### src/hw/rtl/pwrm_pkg.sv
`timescale 1ns / 1ps
`default_nettype none
// ============================================================================
// pwrm_pkg
// Shared types and constants for the windowed RMS level meter.
// ============================================================================
package pwrm_pkg;

    // Window capacity and the widths that follow from it
    localparam int MAX_WINDOW_SAMPLES = 16384;
    localparam int TALLY_W            = $clog2(MAX_WINDOW_SAMPLES + 1);

    // Fixed-point widths: Q1.23 magnitude, Q1.46 square, 60-bit square sum
    localparam int MAG_W   = 24;
    localparam int SQ_W    = 47;
    localparam int SUM_W   = 60;
    localparam int SUM_SH  = 14;
    localparam int DIVD_W  = SUM_W - SUM_SH;
    localparam int LEVEL_W = 16;
    localparam int ROOT_IN = 2 * LEVEL_W;
    localparam int REM_W   = LEVEL_W + 1;
    localparam int ALU_W   = REM_W + 2;
    localparam int CNT_W   = $clog2(DIVD_W);

    // Sample format codes
    localparam logic [2:0] FMT_U8   = 3'd0;
    localparam logic [2:0] FMT_S16  = 3'd1;
    localparam logic [2:0] FMT_S24  = 3'd2;
    localparam logic [2:0] FMT_S32  = 3'd3;
    localparam logic [2:0] FMT_F32  = 3'd4;
    localparam logic [2:0] FMT_NONE = 3'd5;
    localparam logic [2:0] FMT_RESET = FMT_S16;

    typedef enum logic [2:0] {
        ST_IDLE,
        ST_DECODE,
        ST_SQUARE,
        ST_ACCUM,
        ST_DIV,
        ST_ROOT,
        ST_DONE
    } t_state;

    // Result of the shared subtract-and-compare unit
    typedef struct packed {
        logic             ge;
        logic [ALU_W-1:0] diff;
    } t_sub_res;

endpackage
`default_nettype wire

### src/hw/rtl/pwrm_decode.sv
`timescale 1ns / 1ps
`default_nettype none
// ============================================================================
// pwrm_decode
// Turns one raw PCM word into the Q1.23 magnitude for the configured format.
// ============================================================================
module pwrm_decode (
    input  wire logic [31:0]                 i_raw,
    input  wire logic [2:0]                  i_fmt,
    output logic [pwrm_pkg::MAG_W-1:0]       o_mag
);
    import pwrm_pkg::*;

    logic [7:0]  u8_dist;
    logic [15:0] s16_mag;
    logic [23:0] s24_mag;
    logic [23:0] s32_mag;
    logic [7:0]  f_ex;
    logic [22:0] f_man;
    logic [7:0]  f_sh;
    logic [24:0] f_round;
    logic [24:0] f_shift;
    logic [MAG_W-1:0] f_mag;

    localparam logic [MAG_W-1:0] Q23_ONE = MAG_W'(1) << (MAG_W - 1);

    always_comb begin
        u8_dist = i_raw[7] ? (i_raw[7:0] - 8'd128) : (8'd128 - i_raw[7:0]);
        s16_mag = i_raw[15] ? (16'd0 - i_raw[15:0]) : i_raw[15:0];
        s24_mag = i_raw[23] ? (24'd0 - i_raw[23:0]) : i_raw[23:0];
        s32_mag = i_raw[31] ? (24'd0 - i_raw[31:8]) : i_raw[31:8];
    end

    // Float: round to nearest with ties away from zero by adding half an LSB
    // before the right shift; magnitudes of one and above clamp to full scale.
    always_comb begin
        f_ex    = i_raw[30:23];
        f_man   = i_raw[22:0];
        f_sh    = 8'd127 - f_ex;
        f_round = '0;
        f_shift = '0;
        f_mag   = '0;
        if (f_ex == 8'hFF && f_man != 23'd0) begin
            f_mag = '0;
        end else if (f_ex >= 8'd127) begin
            f_mag = Q23_ONE;
        end else if (f_ex == 8'd0 || f_sh > 8'd24) begin
            f_mag = '0;
        end else begin
            f_round = {2'b01, f_man} + (25'd1 << (f_sh[4:0] - 5'd1));
            f_shift = f_round >> f_sh[4:0];
            f_mag   = (f_shift > 25'(Q23_ONE)) ? Q23_ONE : f_shift[MAG_W-1:0];
        end
    end

    always_comb begin
        case (i_fmt)
            FMT_U8:  o_mag = {u8_dist, 16'd0};
            FMT_S16: o_mag = {s16_mag, 8'd0};
            FMT_S24: o_mag = s24_mag;
            FMT_S32: o_mag = s32_mag;
            FMT_F32: o_mag = f_mag;
            default: o_mag = '0;
        endcase
    end

endmodule
`default_nettype wire

### src/hw/rtl/pwrm_subcmp.sv
`timescale 1ns / 1ps
`default_nettype none
// ============================================================================
// pwrm_subcmp
// Shared subtract-and-compare unit for the divider and square-root steps.
// ============================================================================
module pwrm_subcmp (
    input  wire logic [pwrm_pkg::ALU_W-1:0] i_a,
    input  wire logic [pwrm_pkg::ALU_W-1:0] i_b,
    output pwrm_pkg::t_sub_res              o_res
);
    import pwrm_pkg::*;

    logic [ALU_W:0] full;

    always_comb begin
        full       = {1'b0, i_a} - {1'b0, i_b};
        o_res.ge   = ~full[ALU_W];
        o_res.diff = full[ALU_W-1:0];
    end

endmodule
`default_nettype wire

### src/hw/rtl/pcm_window_rms_meter_top.sv
`timescale 1ns / 1ps
`default_nettype none
// ============================================================================
// pcm_window_rms_meter_top
// Windowed RMS level meter: decode, square, accumulate, then divide and root.
// ============================================================================
// Each sample beat goes through accept, decode, square and accumulate, and
// the input is not ready until that is done. A sample marked last then runs a
// restoring divide of the top 46 bits of the square sum by the sample count
// (46 steps) and a digit-by-digit square root (16 steps), both through one
// shared subtract-and-compare unit, then a done state hands the result over.
// The root is skipped when the level saturates, and both when the window is
// empty. The result sits in an output register; the done state waits until
// that register is free, and a new window starts once the result is loaded.
module pcm_window_rms_meter_top (
    input  wire logic                          i_clk,
    input  wire logic                          i_rst_n,
    input  wire logic                          i_cfg_we,
    input  wire logic [2:0]                    i_cfg_data,
    input  wire logic                          i_in_valid,
    output logic                               o_in_ready,
    input  wire logic [31:0]                   i_sample_raw,
    input  wire logic                          i_last_in_window,
    output logic                               o_out_valid,
    input  wire logic                          i_out_ready,
    output logic [pwrm_pkg::LEVEL_W-1:0]       o_rms_level,
    output logic [pwrm_pkg::TALLY_W-1:0]       o_samples_counted,
    output logic                               o_window_overflow
);
    import pwrm_pkg::*;

    localparam logic [CNT_W-1:0] DIV_LAST  = CNT_W'(DIVD_W - 1);
    localparam logic [CNT_W-1:0] ROOT_LAST = CNT_W'(LEVEL_W - 1);
    localparam logic [SUM_W-1:0] SUM_LIMIT = '1;

    t_state r_state, n_state;
    logic [2:0]         r_fmt;
    logic [SUM_W-1:0]   r_sum, n_sum;
    logic [TALLY_W-1:0] r_tally, n_tally;
    logic               r_ovf, n_ovf;
    logic               r_out_valid, n_out_valid;

    logic [31:0]        r_raw, n_raw;
    logic               r_last, n_last;
    logic [MAG_W-1:0]   r_mag, n_mag;
    logic [SQ_W-1:0]    r_sq, n_sq;
    logic [DIVD_W-1:0]  r_work, n_work;
    logic [REM_W-1:0]   r_rem, n_rem;
    logic [LEVEL_W-1:0] r_root, n_root;
    logic [CNT_W-1:0]   r_cnt, n_cnt;
    logic [LEVEL_W-1:0] r_out_level, n_out_level;
    logic [TALLY_W-1:0] r_out_count, n_out_count;
    logic               r_out_ovf, n_out_ovf;

    logic [MAG_W-1:0]   dec_mag;
    logic [2*MAG_W-1:0] product;
    logic [SUM_W:0]     sum_add;
    logic [ALU_W-1:0]   alu_a, alu_b;
    t_sub_res           alu_res;
    logic               load_out;

    pwrm_decode u_decode (
        .i_raw (r_raw),
        .i_fmt (r_fmt),
        .o_mag (dec_mag)
    );

    pwrm_subcmp u_subcmp (
        .i_a   (alu_a),
        .i_b   (alu_b),
        .o_res (alu_res)
    );

    // Operand selection for the shared unit
    always_comb begin
        if (r_state == ST_ROOT) begin
            alu_a = {r_rem, r_work[ROOT_IN-1 -: 2]};
            alu_b = {1'b0, r_root, 2'b01};
        end else begin
            alu_a = {{(ALU_W-TALLY_W-1){1'b0}}, r_rem[TALLY_W-1:0], r_work[DIVD_W-1]};
            alu_b = {{(ALU_W-TALLY_W){1'b0}}, r_tally};
        end
    end

    always_comb begin
        product = r_mag * r_mag;
        sum_add = {1'b0, r_sum} + (SUM_W+1)'(r_sq);
    end

    always_comb begin
        n_state     = r_state;
        n_sum       = r_sum;
        n_tally     = r_tally;
        n_ovf       = r_ovf;
        n_raw       = r_raw;
        n_last      = r_last;
        n_mag       = r_mag;
        n_sq        = r_sq;
        n_work      = r_work;
        n_rem       = r_rem;
        n_root      = r_root;
        n_cnt       = r_cnt;
        n_out_level = r_out_level;
        n_out_count = r_out_count;
        n_out_ovf   = r_out_ovf;
        load_out    = 1'b0;
        o_in_ready  = (r_state == ST_IDLE);

        unique case (r_state)
            ST_IDLE: begin
                if (i_in_valid) begin
                    n_raw   = i_sample_raw;
                    n_last  = i_last_in_window;
                    n_state = ST_DECODE;
                end
            end
            ST_DECODE: begin
                n_mag   = dec_mag;
                n_state = ST_SQUARE;
            end
            ST_SQUARE: begin
                n_sq    = product[SQ_W-1:0];
                n_state = ST_ACCUM;
            end
            ST_ACCUM: begin
                if (r_tally < TALLY_W'(MAX_WINDOW_SAMPLES)) begin
                    n_sum   = sum_add[SUM_W] ? SUM_LIMIT : sum_add[SUM_W-1:0];
                    n_tally = r_tally + TALLY_W'(1);
                end else begin
                    n_ovf = 1'b1;
                end
                n_work = n_sum[SUM_W-1:SUM_SH];
                n_rem  = '0;
                n_root = '0;
                n_cnt  = '0;
                if (!r_last) begin
                    n_state = ST_IDLE;
                end else if (n_tally == '0) begin
                    n_state = ST_DONE;
                end else begin
                    n_state = ST_DIV;
                end
            end
            ST_DIV: begin
                // One quotient bit a cycle, shifted into the dividend register
                n_rem  = alu_res.ge ? alu_res.diff[REM_W-1:0]
                                    : alu_a[REM_W-1:0];
                n_work = {r_work[DIVD_W-2:0], alu_res.ge};
                n_cnt  = r_cnt + CNT_W'(1);
                if (r_cnt == DIV_LAST) begin
                    n_cnt = '0;
                    n_rem = '0;
                    if (n_work[DIVD_W-1:ROOT_IN] != '0) begin
                        n_root  = '1;
                        n_state = ST_DONE;
                    end else begin
                        n_state = ST_ROOT;
                    end
                end
            end
            ST_ROOT: begin
                n_rem  = alu_res.ge ? alu_res.diff[REM_W-1:0]
                                    : alu_a[REM_W-1:0];
                n_root = {r_root[LEVEL_W-2:0], alu_res.ge};
                n_work = {r_work[DIVD_W-3:0], 2'b00};
                n_cnt  = r_cnt + CNT_W'(1);
                if (r_cnt == ROOT_LAST) begin
                    n_state = ST_DONE;
                end
            end
            ST_DONE: begin
                if (!r_out_valid || i_out_ready) begin
                    load_out    = 1'b1;
                    n_out_level = r_root;
                    n_out_count = r_tally;
                    n_out_ovf   = r_ovf;
                    n_sum       = '0;
                    n_tally     = '0;
                    n_ovf       = 1'b0;
                    n_state     = ST_IDLE;
                end
            end
            default: begin
                n_state = ST_IDLE;
            end
        endcase

        n_out_valid = load_out || (r_out_valid && !i_out_ready);
    end

    always_ff @(posedge i_clk) begin
        if (!i_rst_n) begin
            r_state     <= ST_IDLE;
            r_fmt       <= FMT_RESET;
            r_sum       <= '0;
            r_tally     <= '0;
            r_ovf       <= 1'b0;
            r_out_valid <= 1'b0;
        end else begin
            r_state     <= n_state;
            r_sum       <= n_sum;
            r_tally     <= n_tally;
            r_ovf       <= n_ovf;
            r_out_valid <= n_out_valid;
            if (i_cfg_we) begin
                r_fmt <= i_cfg_data;
            end
        end
    end

    always_ff @(posedge i_clk) begin
        r_raw       <= n_raw;
        r_last      <= n_last;
        r_mag       <= n_mag;
        r_sq        <= n_sq;
        r_work      <= n_work;
        r_rem       <= n_rem;
        r_root      <= n_root;
        r_cnt       <= n_cnt;
        r_out_level <= n_out_level;
        r_out_count <= n_out_count;
        r_out_ovf   <= n_out_ovf;
    end

    assign o_out_valid       = r_out_valid;
    assign o_rms_level       = r_out_level;
    assign o_samples_counted = r_out_count;
    assign o_window_overflow = r_out_ovf;

endmodule
`default_nettype wire

### config.mk
export PLATFORM = sky130hd
export DESIGN_NAME = pcm_window_rms_meter_top
export DESIGN_NICKNAME = d
export VERILOG_FILES = /design/src/hw/rtl/pwrm_pkg.sv /design/src/hw/rtl/pwrm_decode.sv /design/src/hw/rtl/pwrm_subcmp.sv /design/src/hw/rtl/pcm_window_rms_meter_top.sv
export SDC_FILE = /design/constraint.sdc
export NUM_CORES = 2
export LEC_CHECK = 0
export BUFFER_PORTS_ARGS = -buffer_cell sky130_fd_sc_hd__buf_2
export CORE_ASPECT_RATIO = 0.7
export CORE_UTILIZATION = 60
export CTS_BUF_LIST = sky130_fd_sc_hd__clkbuf_8
export CTS_CLUSTER_SIZE = 8
export DETAILED_ROUTE_END_ITERATION = 10
export MAX_ROUTING_LAYER = met4
export PLACE_DENSITY = 0.88
export SYNTH_ARGS = -nofsm -noshare
export SYNTH_HDL_FRONTEND = slang
export SYNTH_HIERARCHICAL = 1
export SYNTH_SLANG_ARGS = --single-unit
### constraint.sdc
create_clock -name i_clk -period 21.2 [get_ports i_clk]
set_input_delay 0 -clock i_clk [delete_from_list [all_inputs] [get_ports i_clk]]
set_output_delay 0 -clock i_clk [all_outputs]
set_load 0.05 [all_outputs]
# After elaboration in Yosys (flattened, before gate mapping)
# Index checks and enable logic that the tools add are counted.
[op_classes]
n_eq_ne = 20
bitwise = 1
muxes = 41
magnitude_cmp = 4
n_shift = 2
multipliers = 1
add_sub_neg = 12
reduce_logical = 22
[ops]
columns = ["cell", "count"]
rows = [
  ["2-to-1 mux 60 bit", 3],
  ["2-to-1 mux 24 bit", 6],
  ["case mux 46 bit (3 select lines)", 1],
  ["case mux 24 bit (5 select lines)", 1],
  ["case mux 60 bit (2 select lines)", 1],
  ["adder 60 x 47 -> 61 bit", 1],
  ["case mux 17 bit (3 select lines)", 1],
  ["2-to-1 mux 16 bit", 3],
  ["case mux 16 bit (3 select lines)", 1],
  ["subtractor 1 x 24 -> 24 bit (first input constant)", 2],
  ["multiplier 24 x 24 -> 47 bit", 1],
  ["2-to-1 mux 15 bit", 3],
  ["2-to-1 mux 17 bit", 2],
  ["case mux 15 bit (2 select lines)", 1],
  ["adder 24 x 25 -> 25 bit", 1],
  ["greater-than comparator 25 x 24 -> 1 bit (second input constant)", 1],
  ["<< shifter 1 x 5 -> 25 bit (first input constant)", 1],
  [">> shifter 25 x 5 -> 25 bit", 1],
  ["nonzero test 23 bit", 1],
  ["case mux 3 bit (7 select lines)", 1],
  ["subtractor 19 x 18 -> 20 bit", 1],
  ["2-to-1 mux 19 bit", 1],
  ["2-to-1 mux 18 bit", 1],
  ["case mux 6 bit (3 select lines)", 1],
  ["other kinds (37)", 66],
]
[word_totals]
in_bits = 41
wordCells = 121
ff_bits = 304
output_inout_bits = 34

# Logic depth before layout (Yosys ltp)
[logic_depth]
word_depth = 11
depth_mapped = 29
depth_no_buf = 27

# Modules after synthesis
# The synthesis kept the hierarchy.
[by_module_without_submodules]
columns = ["mod", "seq_area_each_um2", "instances", "area_each_um2", "cells_per_inst"]
rows = [
  ["pcm_window_rms_meter_top", 8267.9, 1, 31699.2, 3289],
  ["pwrm_decode", 0.0, 1, 5833.1, 912],
  ["pwrm_subcmp", 0.0, 1, 1119.8, 160],
]

# Least setup slack after synthesis
# Ideal clock, no wire load.
[synth_timing]
path_type = "flip-flop to flip-flop"
start = "register r_mag[5]"
end = "register r_sq[45] (data pin)"
setup_ps = 258
stages_incl_launch_ff = 26
required_time_ps = 20942
t_arrival_ps = 6881
period_less_slack_ps = 7139
setup_slack_ps = 14061
n_path_buf = 2
path_cell_list = "edfxtp_1 > clkbuf_1 > and2_1 > fa_1 > inv_1 > fa_1 > inv_1 > fa_1 > fa_1 > fa_1 > fa_1 > inv_1 > fa_1 > inv_1 > ha_1 > clkbuf_1 > a21o_1 > a21oi_1 > o21bai_1 > a2111oi_0 > o31ai_1 > a21oi_1 > o31ai_1 > a221o_1 > a21oi_1 > xnor2_1"
[synth_between]
elab_chain_len = 1
[synth_rtl]
columns = ["element", "line", "source"]
rows = [
  ["start, declared", "pcm_window_rms_meter_top.sv:45", "logic [MAG_W-1:0] r_mag, n_mag;"],
  ["start signal, assigned", "pcm_window_rms_meter_top.sv:214", "r_mag <= n_mag;"],
  ["multiplier 24 x 24 -> 47 bit", "pcm_window_rms_meter_top.sv:86", "product = r_mag * r_mag;"],
  ["via product[45]", "pcm_window_rms_meter_top.sv:56", "logic [2*MAG_W-1:0] product;"],
  ["end signal, assigned", "pcm_window_rms_meter_top.sv:215", "r_sq <= n_sq;"],
  ["end, declared", "pcm_window_rms_meter_top.sv:46", "logic [SQ_W-1:0] r_sq, n_sq;"],
]
# The timed path passes the listed nets, and every way through them passes these cells.
# A chain may end at the register's enable or synchronous reset.

# Worst setup path after layout
[layout_timing]
start = "register r_mag[12]"
end = "register r_sq[45] (data pin)"
# Same word-level chain as after synthesis.

==> summary.md <==
* **CP Class** reg2reg
* **first-pass GRT wire length** 180 mm
* **length of the first detailed-routing pass in iterations** 6
* **crit path max fanout** 25
* **min-delay worst type** in2reg
* **critical path launch point type** flip-flop
* **maximum root-to-sink buffer count** 3
* **routed via count** 33,100
* **number of violations of the max-capacitance limit** 0
* **initial antenna violation count** 0
* **Synth Cell Area** 38,500 µm²
* **root cell of the clock tree** sky130_fd_sc_hd__clkbuf_8
* **number of placed instances with taps included** 5,060
* **Fillers** 5,028
* **residual DRC count** 0
* **io pins** 75
* **worst path required time** 21.59 ns
* **Initial DRC Count** 4,902
* **status** completed
* **Congestion Overflow GR** 0
* **Std-Cell Core Area** 63,300 µm²
* **final worst-path cycle share** 0.385
* **final wirelength** 114 mm
* **Synthesis Warnings** 6
* **final-report setup violation count** 0
* **largest net degree at the start of global routing** 81
* **number of buffers created by CTS** 50
* **die area** 65,200 µm²
* **buffers added on ports** 74
* **share of post-route cells with drive strength above 1** 0.0661
* **CTS tree** yes
* **average cell area after synthesis** 8.87 µm²
* **area added between synthesis and finish** 6.18%
* **die boundary width** 305 µm
* **post-synthesis instance total** 4,340
* **skew final** 0.0324 ns
* **number of global-route vias before repair** 32,400
* **number of antenna-violating nets in the routed design** 0
* **Relative slew margins** 0.0494
* **measured slew at the worst slew-check pin** 1.41 ns
* **Synth Net Count** 5,086
* **H-tree depth reported by CTS** 2
* **starting utilization of the core area** 0.608
* **setup repair after global routing missed its margin** false
* **Total Neg Setup Slack** 0 ns
* **leading cell type in the layout, fill and taps excluded** sky130_fd_sc_hd__inv_1
* **fmax** 0.122 GHz
* **minimum period implied by the final worst setup slack** 8.17 ns
* **count of inserted antenna diode cells** 0
* **global router's overall resource usage** 0.360
* **NumNets Final** 5,074
* **routed len/inst** 21.9 µm
* **number of sinks handled by clock tree synthesis** 303
* **total setup buffers inserted after CTS** 0
* **placer congestion estimate** 1.03
* **Non-Filler Instances** 5,199
* **Die Y-Extent** 214 µm
* **clock latency on the worst-skew pair** 0.66 ns
* **Reg clk slew, reported paths** 0.06 ns
* **type of destination of the critical path** flip-flop
* **count of cells resized by post-cts repair** 0
* **standard-cell rows** 77
* **leading cell types in the layout, fill and taps excluded** sky130_fd_sc_hd__inv_1, sky130_fd_sc_hd__nand2_1, sky130_fd_sc_hd__fa_1
* **Final Hold Viols** 0
* **Data arrival, critical path** 8.56 ns
* **Final HPWL DP** 86.3 mm
* **via density per instance** 6.36
* **number of max-slew violations in the final report** 0
[repair_timing]
item,in CTS,in global routing
hold buffers,45,0
setup endpoints to repair,0,0
hold endpoints to repair,50,0
[layer usage]
metal | track usage | vias to the layer above | routed length, µm
met5 | - | - | 0
met3 | 0.0880 | 240 | 16200
met4 | 0.0749 | 0 | 2430
met2 | 0.503 | 2282 | 47700
li1 | - | 14700 | -
met1 | 0.529 | 15900 | 47500
[area by class of cell]
class	instances	area (µm²)	area share
clock buffers	57	785	0.0192
repair buffers	163	1150	0.0282
flip-flops and latches	303	8270	0.202
well taps	829	1040	0.0254
inverters	676	2540	0.0621
multi-input cells	3134	26800	0.656
clock inverters	37	304	0.00744
[per-stage QoR]
step                hold WS [ns]  area (µm²)  utilization  setup slack [ns]
floorplan                 0.0989       38500            -             14.06
global placement           0.176       39400        0.622             13.39
detailed placement         0.178       39400        0.622             13.19
CTS                       0.0373       40900        0.646             13.17
global route              0.0499       40900        0.646             12.52
finish                    0.0674       40900        0.646             13.03
[flip-flops by register name, indices dropped and copies added (netlist names)]
| signal | flops |
|---|---|
| r_cnt | 6 |
| r_last | 1 |
| o_samples_counted | 15 |
| r_work | 46 |
| r_fmt | 3 |
| r_tally | 15 |
| o_rms_level | 16 |
| r_sq | 46 |
| r_root | 16 |
| r_rem | 17 |
| o_out_valid | 1 |
| r_mag | 24 |
| r_sum | 60 |
| r_state | 3 |
| o_window_overflow | 1 |
| r_raw | 32 |
| r_ovf | 1 |
[worst paths after layout]
kind / startpoint / to / depth (start not counted) / slack, ns
setup reg to reg: r_mag[12] / r_sq[45] / 22 / 13.03
hold / removal: i_sample_raw[9] / r_raw[9] / 2 / 0.07
setup / recovery: r_mag[12] / r_sq[45] / 22 / 13.03
hold reg to reg: r_ovf / o_window_overflow / 0 / 0.44
[critical path: stages (launching register included)]
cell and delay [ns]:
sky130_fd_sc_hd__edfxtp_1 1.29, sky130_fd_sc_hd__nand2_1 0.26, sky130_fd_sc_hd__fa_1 0.59, sky130_fd_sc_hd__inv_1 0.05, sky130_fd_sc_hd__fa_1 0.48, sky130_fd_sc_hd__fa_1 0.54, sky130_fd_sc_hd__inv_1 0.05, sky130_fd_sc_hd__fa_1 0.51
sky130_fd_sc_hd__inv_1 0.05, sky130_fd_sc_hd__fa_1 0.47, sky130_fd_sc_hd__fa_1 0.54, sky130_fd_sc_hd__inv_1 0.06, sky130_fd_sc_hd__fa_1 0.54, sky130_fd_sc_hd__inv_1 0.05, sky130_fd_sc_hd__ha_1 0.38, sky130_fd_sc_hd__nand2_1 0.14
sky130_fd_sc_hd__nor3_1 0.42, sky130_fd_sc_hd__nand3_1 0.14, sky130_fd_sc_hd__o21ba_2 0.30, sky130_fd_sc_hd__o31ai_1 0.58, sky130_fd_sc_hd__a221o_1 0.26, sky130_fd_sc_hd__a21oi_1 0.08, sky130_fd_sc_hd__xnor2_1 0.13
Power is left out: the tool's default activity adds up to more than one toggle a clock period on the data nets, which glitch-free logic cannot reach.
